[config.mk]
export PLATFORM = sky130hd
export DESIGN_NAME = fnv_linear_probe_hash_table_top
export DESIGN_NICKNAME = d
export VERILOG_FILES = /design/src/design/fnvlp_pkg.sv /design/src/design/fnvlp_front.sv /design/src/design/fnvlp_queue.sv /design/src/design/fnvlp_back.sv /design/src/design/fnv_linear_probe_hash_table_top.sv
export SDC_FILE = /design/constraint.sdc
export NUM_CORES = 2
export LEC_CHECK = 0
export ABC_CLOCK_PERIOD_IN_PS = 5700
export BUFFER_PORTS_ARGS = -buffer_cell sky130_fd_sc_hd__buf_2
export CORE_ASPECT_RATIO = 0.6
export CORE_MARGIN = 1.5
export CORE_UTILIZATION = 56
export CTS_CLUSTER_DIAMETER = 100
export DETAILED_ROUTE_END_ITERATION = 6
export GPL_ROUTABILITY_DRIVEN = 0
export PLACE_DENSITY = 0.83
export SLEW_MARGIN = 20
export SYNTH_ARGS = -nofsm -noshare
export SYNTH_HDL_FRONTEND = slang
export SYNTH_SLANG_ARGS = --single-unit
export TNS_END_PERCENT = 5
[constraint.sdc]
create_clock -name clock -period 5.7 [get_ports clock]
set_clock_uncertainty 0.1 [all_clocks]
set_input_delay 0.855 -clock clock [delete_from_list [all_inputs] [get_ports clock]]
set_output_delay 0.855 -clock clock [all_outputs]
set_load 0.05 [all_outputs]
[src/design/fnvlp_pkg.sv]
package fnvlp_pkg;

   localparam int TableDepthDefault = 16;
   localparam int KeyBytesDefault   = 8;
   localparam int ValueBitsDefault  = 32;

   localparam logic [31:0] FnvBasis = 32'd2166136261;
   localparam logic [31:0] FnvMult  = 32'd16777619;
   localparam int LoadNum = 3;
   localparam int LoadDen = 4;

   localparam logic [1:0] ModeInsert = 2'd0;
   localparam logic [1:0] ModeLookup = 2'd1;
   localparam logic [1:0] ModeRemove = 2'd2;

   localparam logic [1:0] StatusDone    = 2'd0;
   localparam logic [1:0] StatusMissing = 2'd1;
   localparam logic [1:0] StatusFull    = 2'd2;

   typedef struct packed {
      logic [1:0]  mode;
      logic [63:0] key;
      logic [3:0]  key_length;
      logic [31:0] value;
   } req_type;

   typedef struct packed {
      logic [1:0]  status;
      logic [31:0] found_value;
      logic [4:0]  occupancy;
   } rsp_type;

   // classified transaction handed from front to back
   typedef struct packed {
      logic [1:0]  mode;
      logic [63:0] key;
      logic [3:0]  key_length;
      logic [31:0] value;
      logic [31:0] hash;
   } job_type;

endpackage

[src/design/fnvlp_front.sv]
module fnvlp_front
   import fnvlp_pkg::*;
#(
   parameter int KEY_BYTES = KeyBytesDefault
) (
   input  logic    clock,
   input  logic    reset,
   input  logic    req_valid,
   output logic    req_stall,
   input  req_type req_data,
   output logic    job_valid,
   input  logic    job_stall,
   output job_type job_data
);

   logic        busy_ff, busy_in;
   logic        done_ff, done_in;
   job_type     job_ff, job_in;
   logic [3:0]  cnt_ff, cnt_in;
   logic [31:0] h_x;
   logic [3:0]  len_sat;
   logic [63:0] mask;

   // saturate length and mask unused bytes
   always_comb begin
      len_sat = (req_data.key_length > 4'(KEY_BYTES)) ? 4'(KEY_BYTES) : req_data.key_length;
      for (int i = 0; i < 8; i++) begin
         mask[i*8 +: 8] = (4'(i) < len_sat) ? 8'hff : 8'h00;
      end
   end

   assign req_stall = busy_ff;
   assign job_valid = done_ff;
   assign job_data  = job_ff;
   assign h_x = job_ff.hash ^ {24'd0, job_ff.key[cnt_ff[2:0]*8 +: 8]};

   // one hash byte per cycle
   always_comb begin
      busy_in = busy_ff;
      done_in = done_ff;
      job_in  = job_ff;
      cnt_in  = cnt_ff;
      if (!busy_ff && req_valid) begin
         busy_in           = 1'b1;
         job_in.mode       = req_data.mode;
         job_in.key        = req_data.key & mask;
         job_in.key_length = len_sat;
         job_in.value      = req_data.value;
         job_in.hash       = FnvBasis;
         cnt_in            = 4'd0;
      end else if (busy_ff && !done_ff) begin
         if (cnt_ff < job_ff.key_length) begin
            job_in.hash = h_x * FnvMult;
            cnt_in      = cnt_ff + 4'd1;
         end else begin
            done_in = 1'b1;
         end
      end else if (done_ff && !job_stall) begin
         done_in = 1'b0;
         busy_in = 1'b0;
      end
   end

   always_ff @(posedge clock) begin
      if (reset) begin
         busy_ff <= 1'b0;
         done_ff <= 1'b0;
         cnt_ff  <= 4'd0;
      end else begin
         busy_ff <= busy_in;
         done_ff <= done_in;
         cnt_ff  <= cnt_in;
      end
      job_ff <= job_in;
   end

endmodule

[src/design/fnvlp_queue.sv]
module fnvlp_queue
   import fnvlp_pkg::*;
(
   input  logic    clock,
   input  logic    reset,
   input  logic    in_valid,
   output logic    in_stall,
   input  job_type in_data,
   output logic    out_valid,
   input  logic    out_stall,
   output job_type out_data
);

   job_type    mem_ff [2];
   logic [1:0] wr_ff, wr_in, rd_ff, rd_in;
   logic       push, pop;

   // two-entry fifo between front and back
   assign in_stall  = (wr_ff[1] != rd_ff[1]) && (wr_ff[0] == rd_ff[0]);
   assign out_valid = wr_ff != rd_ff;
   assign out_data  = mem_ff[rd_ff[0]];
   assign push = in_valid && !in_stall;
   assign pop  = out_valid && !out_stall;
   assign wr_in = push ? wr_ff + 2'd1 : wr_ff;
   assign rd_in = pop ? rd_ff + 2'd1 : rd_ff;

   always_ff @(posedge clock) begin
      if (reset) begin
         wr_ff <= 2'd0;
         rd_ff <= 2'd0;
      end else begin
         wr_ff <= wr_in;
         rd_ff <= rd_in;
      end
      if (push) begin
         mem_ff[wr_ff[0]] <= in_data;
      end
   end

endmodule

[src/design/fnvlp_back.sv]
module fnvlp_back
   import fnvlp_pkg::*;
#(
   parameter int TABLE_DEPTH = TableDepthDefault,
   parameter int VALUE_BITS  = ValueBitsDefault
) (
   input  logic    clock,
   input  logic    reset,
   input  logic    job_valid,
   output logic    job_stall,
   input  job_type job_data,
   output logic    rsp_valid,
   input  logic    rsp_stall,
   output rsp_type rsp_data
);

   localparam int IdxW   = $clog2(TABLE_DEPTH);
   localparam int CntW   = $clog2(TABLE_DEPTH + 1);
   localparam int Thresh = (TABLE_DEPTH * LoadNum) / LoadDen;

   typedef enum logic [1:0] {Idle, Read, Check, Reply} state_type;

   state_type         state_ff;
   job_type           job_ff;
   logic [IdxW-1:0]   idx_ff;
   logic [CntW-1:0]   n_ff;
   logic [CntW-1:0]   count_ff;
   logic [TABLE_DEPTH-1:0] occ_ff;
   logic [63:0]       key_mem [TABLE_DEPTH];
   logic [3:0]        len_mem [TABLE_DEPTH];
   logic [VALUE_BITS-1:0] val_mem [TABLE_DEPTH];
   logic [63:0]       rd_key_ff;
   logic [3:0]        rd_len_ff;
   logic [VALUE_BITS-1:0] rd_val_ff;
   logic              rd_occ_ff;
   rsp_type           rsp_ff;
   logic              rsp_valid_ff;
   logic [1:0]        status_ff;
   logic [31:0]       found_ff;
   logic              hit;
   logic [VALUE_BITS-1:0] wval;
   logic [63:0]       wide_val;

   assign job_stall = state_ff != Idle;
   assign rsp_valid = rsp_valid_ff;
   assign rsp_data  = rsp_ff;
   assign hit = rd_occ_ff && rd_len_ff == job_ff.key_length && rd_key_ff == job_ff.key;
   assign wide_val = {32'd0, job_ff.value};
   assign wval = wide_val[VALUE_BITS-1:0];

   // slot memory read, registered
   always_ff @(posedge clock) begin
      rd_key_ff <= key_mem[idx_ff];
      rd_len_ff <= len_mem[idx_ff];
      rd_val_ff <= val_mem[idx_ff];
      rd_occ_ff <= occ_ff[idx_ff];
      if (state_ff == Check && job_ff.mode == ModeInsert && !rd_occ_ff) begin
         key_mem[idx_ff] <= job_ff.key;
         len_mem[idx_ff] <= job_ff.key_length;
         val_mem[idx_ff] <= wval;
      end else if (state_ff == Check && job_ff.mode == ModeInsert && hit) begin
         val_mem[idx_ff] <= wval;
      end
   end

   // probe walk sequencer
   always_ff @(posedge clock) begin
      if (reset) begin
         state_ff     <= Idle;
         occ_ff       <= '0;
         count_ff     <= '0;
         rsp_valid_ff <= 1'b0;
         idx_ff       <= '0;
         n_ff         <= '0;
      end else begin
         // result valid: set on reply, cleared once taken
         if (state_ff == Reply && (!rsp_valid_ff || !rsp_stall)) begin
            rsp_valid_ff <= 1'b1;
         end else if (!rsp_stall) begin
            rsp_valid_ff <= 1'b0;
         end
         case (state_ff)
            Idle: begin
               if (job_valid) begin
                  job_ff   <= job_data;
                  idx_ff   <= job_data.hash[IdxW-1:0];
                  n_ff     <= '0;
                  found_ff <= 32'd0;
                  if (job_data.mode == ModeInsert) begin
                     if (count_ff >= CntW'(Thresh)) begin
                        status_ff <= StatusFull;
                        state_ff  <= Reply;
                     end else begin
                        state_ff <= Read;
                     end
                  end else if (job_data.mode == ModeLookup || job_data.mode == ModeRemove) begin
                     state_ff <= Read;
                  end else begin
                     status_ff <= StatusDone;
                     state_ff  <= Reply;
                  end
               end
            end
            Read: begin
               state_ff <= Check;
            end
            Check: begin
               if (job_ff.mode == ModeInsert && (!rd_occ_ff || hit)) begin
                  status_ff <= StatusDone;
                  if (!rd_occ_ff) begin
                     occ_ff[idx_ff] <= 1'b1;
                     count_ff       <= count_ff + 1'b1;
                  end
                  state_ff <= Reply;
               end else if (job_ff.mode != ModeInsert && hit) begin
                  status_ff <= StatusDone;
                  if (job_ff.mode == ModeLookup) begin
                     found_ff <= 32'(rd_val_ff);
                  end else begin
                     occ_ff[idx_ff] <= 1'b0;
                     count_ff       <= count_ff - 1'b1;
                  end
                  state_ff <= Reply;
               end else if (n_ff == CntW'(TABLE_DEPTH - 1)) begin
                  status_ff <= (job_ff.mode == ModeInsert) ? StatusFull : StatusMissing;
                  state_ff  <= Reply;
               end else begin
                  n_ff     <= n_ff + 1'b1;
                  idx_ff   <= idx_ff + 1'b1;
                  state_ff <= Read;
               end
            end
            Reply: begin
               if (!rsp_valid_ff || !rsp_stall) begin
                  rsp_ff.status      <= status_ff;
                  rsp_ff.found_value <= found_ff;
                  rsp_ff.occupancy   <= 5'(count_ff);
                  state_ff           <= Idle;
               end
            end
            default: state_ff <= Idle;
         endcase
      end
   end

endmodule

[src/design/fnv_linear_probe_hash_table_top.sv]
// Key/value table with open addressing: the home slot is the FNV-1a hash of the key modulo
// TABLE_DEPTH (a power of two), collisions walk linearly. A front stage hashes one key byte
// per cycle, a two-entry queue decouples it from the back stage, which walks the slot memory
// with a Read and a Check state per probed slot (one memory read port), up to TABLE_DEPTH
// slots, between its Idle and Reply states. Inserts are refused with status full at three
// quarters load.
module fnv_linear_probe_hash_table_top
   import fnvlp_pkg::*;
#(
   parameter int TABLE_DEPTH = TableDepthDefault,
   parameter int KEY_BYTES   = KeyBytesDefault,
   parameter int VALUE_BITS  = ValueBitsDefault
) (
   input  logic    clock,
   input  logic    reset,
   input  logic    req_valid,
   output logic    req_stall,
   input  req_type req_data,
   output logic    rsp_valid,
   input  logic    rsp_stall,
   output rsp_type rsp_data
);

   logic    f_valid, f_stall, b_valid, b_stall;
   job_type f_data, b_data;

   fnvlp_front #(.KEY_BYTES(KEY_BYTES)) u_front (
      .clock, .reset, .req_valid, .req_stall, .req_data,
      .job_valid(f_valid), .job_stall(f_stall), .job_data(f_data)
   );

   fnvlp_queue u_queue (
      .clock, .reset,
      .in_valid(f_valid), .in_stall(f_stall), .in_data(f_data),
      .out_valid(b_valid), .out_stall(b_stall), .out_data(b_data)
   );

   fnvlp_back #(.TABLE_DEPTH(TABLE_DEPTH), .VALUE_BITS(VALUE_BITS)) u_back (
      .clock, .reset,
      .job_valid(b_valid), .job_stall(b_stall), .job_data(b_data),
      .rsp_valid, .rsp_stall, .rsp_data
   );

endmodule

* Word level (Yosys, flattened, before mapping)
Memories as Yosys holds them, arrays and structs flattened. A register that Yosys moved wholly into a read port is not among the register bits.
Index checks and enable logic that the tools add are counted.
Widths: inputs -> output; s select.
** Word-level totals
- Bits in registers :: 353
- Memory bits (writable) :: 1868
- Input bits :: 106
- Output and inout bits :: 41
- Logic and storage cells :: 202
- Memories kept :: 4
** Cells by class
- $add $sub $neg :: 7
- Multiply operators :: 1
- Magnitude comparators :: 13
- Equal/unequal tests :: 27
- Shift operators :: 1
- Muxes and demuxes :: 71
- Bitwise operators :: 8
- Reduce and logical (&&, ||, !) cells :: 44
** Memories
- u_back.key_mem :: depth 16, width 64, rd ports 1, clocked after Yosys merged registers in 1, wr ports 1, RTL line fnvlp_back.sv:29 : logic [63:0] key_mem [TABLE_DEPTH];
- u_back.val_mem :: depth 16, width 32, rd ports 1, clocked after Yosys merged registers in 1, wr ports 1, RTL line fnvlp_back.sv:31 : logic [VALUE_BITS-1:0] val_mem [TABLE_DEPTH];
- u_queue.mem_ff :: depth 2, width 134, rd ports 1, clocked after Yosys merged registers in 1, wr ports 1, RTL line fnvlp_queue.sv:14 : job_type mem_ff [2];
- u_back.len_mem :: depth 16, width 4, rd ports 1, clocked after Yosys merged registers in 1, wr ports 1, RTL line fnvlp_back.sv:30 : logic [3:0] len_mem [TABLE_DEPTH];
** Operator list (count)
- $mux 32 :: 5
- $and 64x64->64 :: 1
- $eq 64x64->1 :: 1
- $mux 16 :: 4
- $mux 8 :: 8
- $pmux 32 s2 :: 1
- $shiftx 64x7->8 :: 1
- $mux 5 :: 8
- $mul 32x25->32 const B :: 1
- $mux 2 :: 16
- $xor 32x8->32 :: 1
- $mux 4 :: 5
- $mux 1 :: 18
- $ne 2x2->1 const B :: 9
- $and 16x16->16 :: 1
- $lt 3x4->1 const A :: 4
- $not 16->16 :: 1
- $or 16x16->16 :: 1
- $logic_and 1x1->1 :: 14
- $reduce_and 6->1 :: 2
- $reduce_bool 2->1 :: 6
- $add 5x1->5 const B :: 2
- $pmux 5 s2 :: 1
- $reduce_and 3->1 :: 3
- other kinds (35) :: 58

* Depth between registers and ports, before layout
- Depth in word-level cells :: 9
- Mapped depth :: 15

* By module
Synthesis repeated with hierarchy kept, for this count alone.
** Unflattened totals
- Cells, all modules :: 4419
- Area total of the unflattened synthesis :: 91806.8 um^2
** Modules (own cells, without submodules)
- fnvlp_back :: instances 1, cells each 2957, area an instance 70498.9 um^2, sequential area each 55983.7 um^2
- fnvlp_front :: instances 1, cells each 1015, area an instance 11389.7 um^2, sequential area each 3823.7 um^2
- fnvlp_queue :: instances 1, cells each 447, area an instance 9918.3 um^2, sequential area each 8147.8 um^2

* Least setup slack after synthesis
Ideal clock, no wire load.
- Kind :: input to register
- Start :: input reset
- End :: register u_back.job_ff[100] (netlist bit), enable pin
- Setup time :: 564 ps
- Arrival :: 5541 ps
- Required time :: 5036 ps
- Setup slack :: -504 ps
- Cell stages on the path :: 3
- Path buffers :: 2
- Cell sequence :: clkbuf_1 buf_1 nor2_1
** On the way
- Longest elaborated chain between the ends :: 2
** RTL lines
- start, declared :: RTL line fnv_linear_probe_hash_table_top.sv:15 : input logic reset,
- $not 1->1 (no line)
- $reduce_and 3->1 (no line)
- end signal, assigned :: RTL line fnvlp_back.sv:85 : job_ff <= job_data;
- end, declared :: RTL line fnvlp_back.sv:24 : job_type job_ff;
Every way passes these cells.
A chain may end at the register's enable or synchronous reset.

* Worst setup path in the final report
- Start :: register u_back.job_ff[90] (netlist bit)
- End :: register u_back.count_ff[4]
** On the way
- Longest elaborated chain between the ends :: 6
- Elaborated cells between the ends (all ways) :: 10
- Classes of those cells :: eq/ne: 3; mux: 1; reduce/logical: 6
** RTL lines
- $eq 64x64->1 * :: RTL line fnvlp_back.sv:47 : assign hit = rd_occ_ff && rd_len_ff == job_ff.key_length && rd_key_ff == job_ff.key;
- $logic_and 1x1->1 * :: RTL line fnvlp_back.sv:47
- $logic_or 1x1->1 :: RTL line fnvlp_back.sv:108 : if (job_ff.mode == ModeInsert && (!rd_occ_ff || hit)) begin
- $logic_and 1x1->1 :: RTL line fnvlp_back.sv:108
- $ne 2x2->1 (no line) (tied with other cells)
- $reduce_and 4->1 (no line)
- end signal, assigned :: RTL line fnvlp_back.sv:112 : count_ff <= count_ff + 1'b1;
- end signal, assigned :: RTL line fnvlp_back.sv:121 : count_ff <= count_ff - 1'b1;
- end, declared :: RTL line fnvlp_back.sv:27 : logic [CntW-1:0] count_ff;
Mark *: on every way between the ends. The rest lies on a longest branch, timed or not.

==> impl_metrics.json <==
{
  "crit_required_ps": 6300,
  "synth-seq-area-share_pct": 79.7,
  "grt_pass1_wl_microns": 280000,
  "cts_hold_buffers": 0,
  "maxSlewHeadroom_pct": 22.2,
  "grt_use_met1_pct": 37.8,
  "netlist.area_leader.share_pct": 76.0,
  "dpl.hpwl_microns": 102000,
  "io_buffers": 146,
  "setup_viol_count_final": 0,
  "final_cell_mix": "2089 x edfxtp_1, 513 x mux4_2, 189 x clkbuf_16, 145 x dfxtp_1, 145 x buf_2",
  "grtUsageTotal_pct": 26.3,
  "worst_pin_slew_ps": 1160,
  "cts.sinks": 2238,
  "crit_type": "flip-flop to flip-flop",
  "powerDensity_nw_per_um2": 448,
  "ys_types": 57,
  "cp-end-kind": "flip-flop",
  "ant_nets": 0,
  "hold_path_class": "input pin to flip-flop",
  "holdPathStages": 1,
  "synth.avg_cell_area_sq_um": 23.4,
  "numCtsBuffers": 189,
  "cts_root_buf": "clkbuf_16",
  "synth_ff_type": "edfxtp_1",
  "layout_commonest_cell": "edfxtp_1",
  "antenna_found_initial": 8,
  "dieArea_sq_um": 150000,
  "post-cts-setup-buffers": 0,
  "ios": 147,
  "irDropWorstVdd_v": 0.000493,
  "netlist_top_cells_area": "edfxtp_1 76%, mux4_2 14%, dfxtp_1 3.6%, mux2_2 1.4%, nor2b_1 0.60%",
  "via_per_inst": 6.62,
  "row_count": 108,
  "n_fill_cell": 8836,
  "nets": 3911,
  "grt_pass1_vias": 39400,
  "path_max_fanout": 17,
  "synth_cells": 3526,
  "ctsResizeCount": 0,
  "status": "finished clean",
  "startpoint_type": "flip-flop",
  "layout_setup_ws_ps": 1080,
  "synth_warnings": 0,
  "grt_max_degree": 141,
  "routedWlPerCell_microns": 33.3,
  "initial_core_util_pct": 56.7,
  "insertion_delay_ps": 840,
  "arrival_ps": 5210,
  "grt_util_met3_pct": 6.79,
  "drt-total-wl_microns": 196000,
  "syn_nets": 3650,
  "cts_htree_levels": 4,
  "synth-edff-count": 2089,
  "fmax_ghz": 0.217,
  "drv_slew": 0,
  "grt-busiest-layer": "met2",
  "dp_cells": 5519,
  "place_ws_ps": 1200,
  "use_met2_pct": 40.6,
  "drt_iter0_drc": 5997,
  "yosys.area.top_type": "edfxtp_1",
  "hold_viol_final": 0,
  "clkTransAtPathRegs_ps": 70,
  "fp.dieW_microns": 499,
  "cts_tree": "yes",
  "gr-total-overflow": 0,
  "drt_pass1_iterations": 7,
  "timing.final.crit_share_pct": 81.0,
  "async_flop_share_pct": 0,
  "cap_viol_max_count": 0,
  "area_growth_pct": 11.7,
  "rsz0062_at_grt": "false",
  "drive_gt1_share_pct": 29.6,
  "p_leak_nw": 28.5,
  "vias": 38900,
  "drc_errors": 0,
  "worstRegToRegCells": 14,
  "synthesis.area_sq_um": 82500,
  "die_h_microns": 300,
  "cts_buffer_depth": 3,
  "core_area_sq_um": 145000,
  "min_period_ps": 4620,
  "fin_util_pct": 63.4,
  "fin_cells": 5880,
  "yosys_register_bits": 2238
}
-- registers in the layout (all words and copies together), names as in the netlist, 39 cells and up, named ones only --
register and cells:
u_back.rd_key_ff 64, u_front.job_data 106, u_back.job_ff 70, u_back.val_mem 512, u_back.key_mem 1024, u_queue.mem_ff 212
u_back.rsp_data 39, u_back.len_mem 64
-- power breakdown --
| part | total (mW) | internal (mW) | switching (mW) |
|---|---|---|---|
| logic | 7.95 | 3.89 | 4.06 |
| registers | 20.6 | 19.4 | 1.18 |
| clock network | 12.7 | 6.82 | 5.91 |
-- critical path: stages, from the launching register on --
cell and delay (ps):
edfxtp_1 630, xnor2_1 510, nand4_1 160, nor4_1 760, and4_1 500, a21bo_2 240, nand2_1 140, ha_1 350
nor2b_1 170, o21ai_0 290, nand3_1 120, nor4_1 180, a21oi_1 130, xor2_1 150, nor2_1 50
-- cells by family (layout without fill, tap and decap cells) --
kind of cell | after synthesis | after routing | synth area share [%]
muxes | 629 | 629 | 15.6
AOI/OAI and AO/OA | 62 | 62 | 0.629
adders and majority gates | 18 | 18 | 0.282
buffers and inverters | 177 | 604 | 1.01
other | 0 | 2 | 0
DFF | 2238 | 2238 | 79.7
xor gates and xnor gates | 65 | 65 | 0.690
and+or+nand+nor | 337 | 337 | 2.17
-- path summary, 6_finish.rpt --
check	start	end	slack (ps)
worst max-delay path	u_back.job_ff[90]$_DFFE_PP_	u_back.count_ff[4]$_SDFFE_PP0P_	1080
worst min-delay path	req_data[24]	u_front.job_data[56]$_DFFE_PP_	100
worst max register to register	u_back.job_ff[90]$_DFFE_PP_	u_back.count_ff[4]$_SDFFE_PP0P_	1080
worst min register to register	u_back.found_ff[24]$_SDFFCE_PN0P_	u_back.rsp_data[29]$_DFFE_PP_	320
-- area by class of cell --
type	count	area, sq um	area share (%)
Sequential cell	2238	65700	71.3
Tap cell	1925	2410	2.61
Clock inverter	78	758	0.823
Timing Repair Buffer	223	1580	1.72
Antenna cell	2	5.00	0.00543
Clock buffer	279	5290	5.74
Inverter	24	100	0.109
Multi-Input combinational cell	1111	16300	17.7
-- cell usage after synthesis (2+ instances only) --
master,instances
edfxtp_1,2089
mux4_2,513
dfxtp_1,149
mux2_2,100
nor2_1,93
clkbuf_1,83
nor2b_1,79
xnor2_1,53
and2_1,41
buf_2,38
nand2_1,32
nor3_1,27
inv_1,23
ha_1,17
a21oi_1,16
mux2i_1,16
buf_1,15
buf_6,15
nand2b_1,15
nand4_1,13
nand3_1,12
xor2_1,12
nor4_1,7
o21ai_0,7
a21o_1,5
a211oi_1,4
a2111oi_4,3
a211o_1,3
and3_1,3
nor2b_4,3
o2111ai_1,3
o41ai_1,3
or3_1,3
a31oi_1,2
buf_4,2
nand3_2,2
nand3b_1,2
o21a_1,2
o2bb2ai_1,2
or2b_1,2
-- per-stage QoR --
stage | setup TNS (ps) | cell area [sq um] | total power, mW | hold slack, ps
after floorplan | -40760 | 82500 | 26.1 | 300
after global placement | 0 | 86000 | 28.3 | 305
after detailed placement | 0 | 86000 | 28.6 | 305
after CTS | 0 | 92100 | 41.3 | 52.3
after global routing | 0 | 92100 | 42.3 | 67.6
final | 0 | 92100 | 41.2 | 104
-- metal layers --
layer / part of all wire [%] / routed length [microns]
met1: 37 / 73300
met2: 47 / 92800
met3: 13 / 24600
met4: 2.5 / 4900
met5: 0 / 0
No activity file was read; power rests on OpenSTA's default activity.
